--- src/rtl/rpteq_pkg.sv ---
`default_nettype none

package rpteq_pkg;

  // Field widths
  localparam int TASK_W  = 3;
  localparam int EVENT_W = 4;
  localparam int ARG_W   = 32;
  localparam int PTR_W   = 4;
  localparam int OTASK_W = 4;
  localparam int MAP_W   = 48;
  localparam int MAP_SEL_W = 6;

  localparam int TASK_COUNT  = 8;
  localparam int QUEUE_DEPTH = 16;
  localparam int STORE_AW    = TASK_W + PTR_W;
  localparam int SLOT_W      = EVENT_W + ARG_W;

  // Task code meaning "no task"
  localparam logic [OTASK_W-1:0] TASK_NONE = OTASK_W'(TASK_COUNT);

  // Result status codes
  typedef enum logic [2:0] {
    ST_POSTED    = 3'd0,
    ST_DELIVERED = 3'd1,
    ST_EMPTY     = 3'd2,
    ST_OVERFLOW  = 3'd3,
    ST_INVALID   = 3'd4,
    ST_INFO      = 3'd5
  } status_t;

  // Operation codes on the input
  localparam logic [1:0] OP_POST   = 2'd0;
  localparam logic [1:0] OP_HANDLE = 2'd1;

  // Decoded command kinds
  typedef enum logic [1:0] {
    CMD_POST,
    CMD_POP,
    CMD_QUERY
  } cmd_kind_t;

  // Classified command handed from the front to the back
  typedef struct packed {
    cmd_kind_t             kind;
    logic [TASK_W-1:0]     task_sel;   // queue to touch
    logic [TASK_W-1:0]     owner;      // mapped owner of evt_id
    logic [EVENT_W-1:0]    evt_id;
    logic [ARG_W-1:0]      arg;
  } cmd_t;

endpackage

`default_nettype wire

--- src/rtl/rpteq_front.sv ---
`default_nettype none

module rpteq_front
  import rpteq_pkg::*;
(
  input  wire logic               clk,
  input  wire logic               rst,
  input  wire logic               cfg_valid,
  input  wire logic [MAP_W-1:0]   cfg_data,
  input  wire logic [1:0]         op,
  input  wire logic [EVENT_W-1:0] evt_id,
  input  wire logic [ARG_W-1:0]   arg,
  input  wire logic [TASK_W-1:0]  task_id,
  output cmd_t                    cmd
);

  logic [MAP_W-1:0]     event_map;
  logic [MAP_SEL_W-1:0] map_lsb;
  logic [TASK_W-1:0]    owner;

  // Event-to-task map register
  always_ff @(posedge clk) begin
    if (rst) begin
      event_map <= '0;
    end else if (cfg_valid) begin
      event_map <= cfg_data;
    end
  end

  // Owner lookup: three bits per event id
  assign map_lsb = {1'b0, evt_id, 1'b0} + {2'b00, evt_id};
  assign owner   = event_map[map_lsb +: TASK_W];

  // Classify; only op bit 1 marks a query
  always_comb begin
    cmd.evt_id   = evt_id;
    cmd.arg      = arg;
    cmd.owner    = owner;
    priority if (op[1]) begin
      cmd.kind     = CMD_QUERY;
      cmd.task_sel = task_id;
    end else if (op == OP_POST) begin
      cmd.kind     = CMD_POST;
      cmd.task_sel = owner;
    end else begin
      cmd.kind     = CMD_POP;
      cmd.task_sel = task_id;
    end
  end

endmodule

`default_nettype wire

--- config.mk ---
export PLATFORM = sky130hd
export DESIGN_NAME = rpteq_front
export DESIGN_NICKNAME = d
export VERILOG_FILES = /design/src/rtl/rpteq_pkg.sv /design/src/rtl/rpteq_front.sv
export SDC_FILE = /design/constraint.sdc
export NUM_CORES = 1
export LEC_CHECK = 0
export CAP_MARGIN = 20
export CORE_ASPECT_RATIO = 0.5
export CORE_MARGIN = 2
export CORE_UTILIZATION = 40
export CTS_CLUSTER_DIAMETER = 60
export DETAILED_ROUTE_END_ITERATION = 6
export DONT_BUFFER_PORTS = 1
export PLACE_DENSITY = 0.65
export SYNTH_ARGS = -nofsm -noshare
export SYNTH_HDL_FRONTEND = slang
export SYNTH_SLANG_ARGS = --single-unit
--- constraint.sdc ---
create_clock -name clk -period 7.33 [get_ports clk]
set_clock_uncertainty 0.05 [all_clocks]
set_input_delay 1.466 -clock clk [delete_from_list [all_inputs] [get_ports clk]]
set_output_delay 1.466 -clock clk [all_outputs]
set_load 0.01 [all_outputs]
==> impl_metrics.json <==
{
  "maxSlewViolCount": 0,
  "core_area_um2": 8030,
  "synth_common_cells": "67 x mux2i_1, 52 x nor2_1, 48 x dfxtp_1",
  "synth_area_per_cell_um2": 10.1,
  "seqCellArea_um2": 961,
  "gp_congestion": 0.872,
  "cts_buffers": 5,
  "wl_um": 7710,
  "drt-initial-drc-count": 143,
  "synth_seq_area_share": 0.290,
  "hold_class": "reg -> reg",
  "num_antenna_cells": 0,
  "syn_area_um2": 3320,
  "min_period_over_period": 0.832,
  "htree_levels": 2,
  "fp-row-count": 23,
  "multi_input_area_um2": 1930,
  "dp_slack_ns": 1.30,
  "worst_pin_slew_ns": 1.06,
  "setup_viol": 0,
  "grt_start_max_net_pins": 49,
  "cts_num_sinks": 48,
  "hold_viol_final": 0,
  "top_register": "event_map",
  "critPathRequiredTime_ns": 5.81,
  "antenna_found_initial": 0,
  "synth_cells": 328,
  "synth-edff-count": 0,
  "fillers": 750,
  "cp-end-kind": "primary output",
  "p_per_area_nw_per_um2": 205,
  "routedWlPerCell_um": 19.8,
  "ys_types": 39,
  "cts_setup_buffers": 0,
  "slew_headroom": 0.292,
  "setup_tns_ns": 0,
  "finalPower_w": 0.000660,
  "dieHeight_um": 68.4,
  "synth_top_cell_area_share": 0.290,
  "grt_pass1_wl_um": 11400,
  "post-route-min-period_ns": 6.10,
  "leakage_nw": 1.35,
  "crit_type": "in -> out",
  "ys.warnings.count": 0,
  "crit_fanout": 37,
  "clock_latency_ns": 0.28,
  "grt_pass1_vias": 2130,
  "area_growth_pct": -2.94,
  "synth-main-ff-cell": "dfxtp_1",
  "critPathLaunchType": "input port",
  "reg.largest.list": "event_map (48)",
  "cts_tree": "done",
  "ys_ff_latch": 48,
  "critPathArrivalTime_ns": 4.58,
  "post-route-util": 0.401,
  "grt_overflow": 0,
  "nets": 375,
  "dp_hpwl_um": 5820,
  "synth_area_leaders": "dfxtp_1 29%, mux2i_1 20%, mux4_2 15%, buf_4 8.6%, nor2_1 5.9%",
  "clockBufferDepth": 2,
  "first_pass_iters": 5,
  "ys_async_sr_fraction": 0,
  "clk_pin_slew_ns": 0.06,
  "largest_reg_flops": 48,
  "track_usage": 0.161,
  "fmax_mhz": 164,
  "drc_errors": 0,
  "ant_nets": 0,
  "start_util": 0.413,
  "pin_count": 136,
  "yosys.cell_count.top_type": "mux2i_1",
  "synth_nets": 425,
  "maxCapViolations": 0,
  "ctsHoldBuffers": 0,
  "rsz0062_at_grt": "no",
  "final_layout_size_suffix_gt1_frac": 0.133,
  "synth_area_leader_cell": "dfxtp_1",
  "die_area_um2": 9080,
  "avgViaCountPerCell": 5.84,
  "status": "finished, final reports clean",
  "fin_ws_ns": 1.23,
  "die_x_um": 133,
  "vias": 2279,
  "vdd_drop_max_mv": 0.0918,
  "ctsResizeCount": 0,
  "root_buffer": "clkbuf_16",
  "port_buffers": 0
}
-- report_power, final --
part / total [W] / internal [W] / leakage, nW / switching (W)
registers: 0.000293 / 0.000277 / 0.396 / 0.0000163
logic: 0.000151 / 0.0000777 / 0.889 / 0.0000737
clock network: 0.000216 / 0.000124 / 0.0657 / 0.0000919
-- final cells by class --
cell class	instances	area share
clock buffer	5	0.0389
clock inverter	2	0.00389
inverter	9	0.0105
multi-input combinational	212	0.600
sequential	48	0.298
tap	112	0.0435
timing repair buffer	2	0.00466
-- per-layer routing --
metal,part of all wire,GRT usage
met1,0.40,0.186
met2,0.51,0.295
met3,0.065,0.0437
met4,0.022,0.0578
met5,0,0
-- layout by cell type, fill, tap and decap left out, drive strengths merged, types with 2 or more instances in the layout --
master   synthesis  final
mux2i           67     67
nor2            52     52
dfxtp           48     48
mux4            25     25
inv              9      9
nand3            8      8
a31oi            7      7
o211ai           5      5
nand2            5      5
clkbuf          10      5
o21ai            5      5
nor2b            4      4
a2111oi          4      4
o22ai            4      4
ha               4      4
a21oi            2      2
nor4             2      2
o31ai            2      2
and2             2      2
and3             2      2
buf             49      2
nand3b           2      2
-- worst max-delay path: stages --
cell and delay [ns]:
ha_1 0.18, inv_1 0.06, fa_1 1.19, inv_2 0.28, mux4_2 0.51, o211ai_1 0.18, a211oi_1 0.09, nand3b_2 0.28
mux2_4 0.31
-- final timing paths --
path / depth (start not counted) / to / slack [ns] / start
max: 9 / cmd[39] / 1.23 / evt_id[0]
max reg2reg: 2 / event_map[9] / 6.57 / event_map[9]
min: 2 / event_map[18] / 0.49 / event_map[18]
min reg2reg: 2 / event_map[18] / 0.49 / event_map[18]
-- stage by stage --
stage	cells	cell area [um2]	hold slack, ns
2_1_floorplan	328	3320	0.405
3_3_place_gp	383	3080	0.465
3_5_place_dp	383	3080	0.479
4_1_cts	390	3220	0.492
5_1_grt	390	3220	0.509
6_report	390	3220	0.487
-- kinds of logic after synthesis --
| kind of cell | share of synthesized area |
|---|---|
| AOI/OAI and AO/OA | 0.0626 |
| xor gates and xnor gates | 0.00754 |
| DFF | 0.290 |
| adders and majority gates | 0.0211 |
| buffers and inverters | 0.128 |
| muxes | 0.380 |
| and+or+nand+nor | 0.112 |
No activity file was read; power rests on OpenSTA's default activity.
