<file path="config.mk">
export PLATFORM = sky130hd
export DESIGN_NAME = rpteq_cmd_fifo
export DESIGN_NICKNAME = d
export VERILOG_FILES = /design/src/rtl/rpteq_pkg.sv /design/src/rtl/rpteq_cmd_fifo.sv
export SDC_FILE = /design/constraint.sdc
export NUM_CORES = 1
export LEC_CHECK = 0
export BUFFER_PORTS_ARGS = -buffer_cell sky130_fd_sc_hd__clkbuf_2
export CORE_ASPECT_RATIO = 1.5
export CORE_MARGIN = 10
export CORE_UTILIZATION = 51
export DETAILED_ROUTE_END_ITERATION = 8
export PLACE_DENSITY = 0.84
export SKIP_LAST_GASP = 1
export SYNTH_ARGS = -nofsm -noshare
export SYNTH_HDL_FRONTEND = slang
export SYNTH_SLANG_ARGS = --single-unit
</file>
<file path="constraint.sdc">
create_clock -name clk -period 3.4 [get_ports clk]
set_input_delay 0.51 -clock clk [delete_from_list [all_inputs] [get_ports clk]]
set_output_delay 0.51 -clock clk [all_outputs]
set_load 0.02 [all_outputs]
</file>
<file path="src/rtl/rpteq_pkg.sv">
`default_nettype none

package rpteq_pkg;

  // Field widths
  localparam int TASK_W  = 3;
  localparam int EVENT_W = 4;
  localparam int ARG_W   = 32;
  localparam int PTR_W   = 4;
  localparam int OTASK_W = 4;
  localparam int MAP_W   = 48;
  localparam int MAP_SEL_W = 6;

  localparam int TASK_COUNT  = 8;
  localparam int QUEUE_DEPTH = 16;
  localparam int STORE_AW    = TASK_W + PTR_W;
  localparam int SLOT_W      = EVENT_W + ARG_W;

  // Task code meaning "no task"
  localparam logic [OTASK_W-1:0] TASK_NONE = OTASK_W'(TASK_COUNT);

  // Result status codes
  typedef enum logic [2:0] {
    ST_POSTED    = 3'd0,
    ST_DELIVERED = 3'd1,
    ST_EMPTY     = 3'd2,
    ST_OVERFLOW  = 3'd3,
    ST_INVALID   = 3'd4,
    ST_INFO      = 3'd5
  } status_t;

  // Operation codes on the input
  localparam logic [1:0] OP_POST   = 2'd0;
  localparam logic [1:0] OP_HANDLE = 2'd1;

  // Decoded command kinds
  typedef enum logic [1:0] {
    CMD_POST,
    CMD_POP,
    CMD_QUERY
  } cmd_kind_t;

  // Classified command handed from the front to the back
  typedef struct packed {
    cmd_kind_t             kind;
    logic [TASK_W-1:0]     task_sel;   // queue to touch
    logic [TASK_W-1:0]     owner;      // mapped owner of evt_id
    logic [EVENT_W-1:0]    evt_id;
    logic [ARG_W-1:0]      arg;
  } cmd_t;

endpackage

`default_nettype wire

</file>
<file path="src/rtl/rpteq_cmd_fifo.sv">
`default_nettype none

module rpteq_cmd_fifo
  import rpteq_pkg::*;
(
  input  wire logic clk,
  input  wire logic rst,
  input  wire logic push,
  input  wire cmd_t push_cmd,
  input  wire logic pop,
  output logic      full,
  output logic      valid,
  output cmd_t      head
);

  cmd_t       entry [2];
  logic       wr_ptr;
  logic       rd_ptr;
  logic [1:0] count;

  assign full  = (count == 2'd2);
  assign valid = (count != 2'd0);
  assign head  = entry[rd_ptr];

  // Two-entry command queue
  always_ff @(posedge clk) begin
    if (rst) begin
      wr_ptr <= 1'b0;
      rd_ptr <= 1'b0;
      count  <= 2'd0;
    end else begin
      if (push) wr_ptr <= ~wr_ptr;
      if (pop)  rd_ptr <= ~rd_ptr;
      unique case ({push, pop})
        2'b10:   count <= count + 2'd1;
        2'b01:   count <= count - 2'd1;
        default: count <= count;
      endcase
    end
  end

  always_ff @(posedge clk) begin
    if (push) entry[wr_ptr] <= push_cmd;
  end

endmodule

`default_nettype wire

</file>
==> impl_metrics.ini <==
[grt]
track_usage_pct = 12.56
grt_max_degree = 45
grt_antenna_before_repair = 0
grt_pass1_vias = 1958
grt.overflow.total = 0
grt_first_pass_wirelength_mm = 9.839

[power]
totalPowerFinal_uw = 2347
net-switching-power_uw = 565.1
power.share.combinational_pct = 13.0
share_seq_of_total_power_pct = 58.4
powerDensity_nw_per_um2 = 571.1
ir_worst_vdd_v = 0.0003556
p_int_uw = 1782
power_frac_clock_pct = 28.6
p_leak_uw = 0.001571
switching_share_pct = 24.07

[sta]
max_slew_margin_pct = 28.43
tightestPinTransition_ps = 1074
hold_ws_ps = 340.3
fin_crit_ps = 2474
clock_skew_ps = 6.153
final-setup-viol-count = 0
period_share_pct = 72.75
max_freq_mhz = 404.3
slew_violations = 0
rsz0062_at_grt = false
tns_ps = 0
finalHoldViolCount = 0

[synthesis]
synth.distinct_cells = 15
syn-num-nets = 208
syn_inst = 159
seq_area_frac_synth_pct = 81.37
syn_avg_cell_area_um2 = 21.20
ys_seq_elements = 93
syn_area_um2 = 3371
yosysWarnings = 0
synth_top_area_share_pct = 78.40
yosys.area.top_type = edfxtp_1
synth_area_leaders = edfxtp_1 (78%), mux2_2 (15%), dfxtp_1 (3.0%)

[critical_path]
rrSetupSlack_ps = 1690
cp-start-kind = flop
critPathCapture = head[38]
critPathTopFamily = flip-flops
cp_num_buf_inv = 1
crit_type = flop to output pin
path_cells = mux2_2, clkbuf_2
crit_path_top_delay_cell = dfxtp_2
path_depth = 2
worst_r2r_endpoint = entry[1][31]$_DFFE_PP_
cp.arrival_ps = 1960
reg2reg_from = wr_ptr$_SDFFE_PP0P_
max_stage_delay_ps = 1010
worstPathRequired_ps = 2890
reg2reg_depth = 1
cp_max_fo = 44
cp-end-kind = output pin

[clock_tree]
cts_sinks = 93
cts_buffer_depth = 2
clock_latency_ps = 350
cts_buffers = 9
cts-root-buf = clkbuf_8
cts_resized = 0
cts_htree_levels = 3
cts_setup_buffers = 0
clk_transition_reported_paths_ps = 80
hold_buffers = 0
cts_tree = done

[routing]
num_vias = 1741
drtPass1Iterations = 4
drt_wl_total_mm = 6.326
wl_per_cell_um = 18.61
drc_errors = 0
drt_iter0_drc = 150
routed_via_density = 5.121
antenna_left = 0

[die]
start_util_pct = 51.97
die_w_um = 86.38
ioPinCount = 94
fp.dieH_um = 119.6
rows = 36
core_area_um2 = 6486
dieArea_um2 = 10330

[finish]
drive_gt1_share_pct = 59.85
antenna_cells = 0
syn2layout_area_growth_pct = 21.94
nNetsFinal = 308
final_area_um2 = 4110
postLayoutCoreUtil_pct = 63.37

[outcome]
status = finished, final reports clean

[placement]
place_congestion = 0.6740
dpl_cell_area_um2 = 3924
hpwl_mm = 4.390
numPortBuffers = 93

[flow_run]
drv_cap = 0

[worst_hold_path]
hp-class = input pin to flop
## cell usage after synthesis
library cell and count:
xor2_1 1, a21oi_1 1, and2_1 1, xnor2_1 3, dfxtp_1 5, edfxtp_1 88, ha_1 1, inv_1 1
or3_1 1, or2_2 1, o21ai_0 1, and2b_2 1, buf_2 5, mux2_2 44, nor2_1 5
## sequential cells by signal, summed over array words and instances (netlist names), named ones only
name / cells
rd_ptr: 1
wr_ptr: 1
entry: 88
count: 2
## stage by stage
step,std cells,setup WS (ps)
CTS,340,847.1
global route,340,792.2
floorplan,159,536.8
detailed placement,324,1251
finish,340,926.5
global placement,324,1244
## power groups by stage
stage               clock network (µW)  logic (µW)  registers [µW]
floorplan                            0         211            1370
global placement                     0         304            1390
detailed placement                   0         311            1400
CTS                                693         312            1370
global route                       747         329            1380
finish                             671         305            1370
## how the worst min path moves through the flow
stage	from	endpoint	slack (ps)	cells after the start
floorplan	count[1]$_SDFFE_PP0P_	count[1]$_SDFFE_PP0P_	460	2
global placement	count[1]$_SDFFE_PP0P_	count[1]$_SDFFE_PP0P_	480	2
detailed placement	rd_ptr$_SDFFE_PP0P_	flop	520	2
CTS	push_cmd[38]	entry[1][38]$_DFFE_PP_	320	1
global route	push_cmd[9]	entry[0][9]$_DFFE_PP_	320	1
finish	push_cmd[38]	entry[1][38]$_DFFE_PP_	340	1
## cell type report
cell class | count | area (µm²)
Multi-Input combinational cell | 60 | 608.1
Sequential cell | 93 | 2744
Clock inverter | 4 | 21.27
Clock buffer | 12 | 165.2
Inverter | 1 | 3.754
Tap cell | 76 | 95.09
Fill cell | 483 | 2376
Timing Repair Buffer | 94 | 473.0
## cells by family after synthesis
| logic type | Yosys count | share of synthesized area, % |
|---|---|---|
| flops | 93 | 81.37 |
| mux | 44 | 14.70 |
| simple gates | 9 | 1.374 |
| buf+inv | 6 | 0.8535 |
| xor+xnor | 4 | 1.040 |
| compound gates | 2 | 0.2967 |
| fa+ha+maj | 1 | 0.3711 |
## routing by layer
layer | part of all wire (%) | vias up | GRT usage [%]
li1 | - | 816 | -
met1 | 35 | 855 | 12.63
met2 | 56 | 58 | 21.16
met3 | 7.0 | 12 | 4.469
met4 | 2.6 | 0 | 8.232
met5 | 0 | - | 0
## layout by cell type, fill, tap and decap left out
cell        count
or2_2           1
clkinv_2        2
xnor2_1         3
a21oi_1         1
ha_1            1
mux2_2         44
clkbuf_8       12
and2_2          1
clkinv_1        1
clkinvlp_4      1
or3_1           1
xor2_1          1
o21ai_0         1
dfxtp_1         4
and2b_2         1
buf_4           1
dfxtp_2         1
inv_1           1
nor2_1          4
edfxtp_1       88
nor2_4          1
clkbuf_2       93
Power figures use the tool's default switching activity.
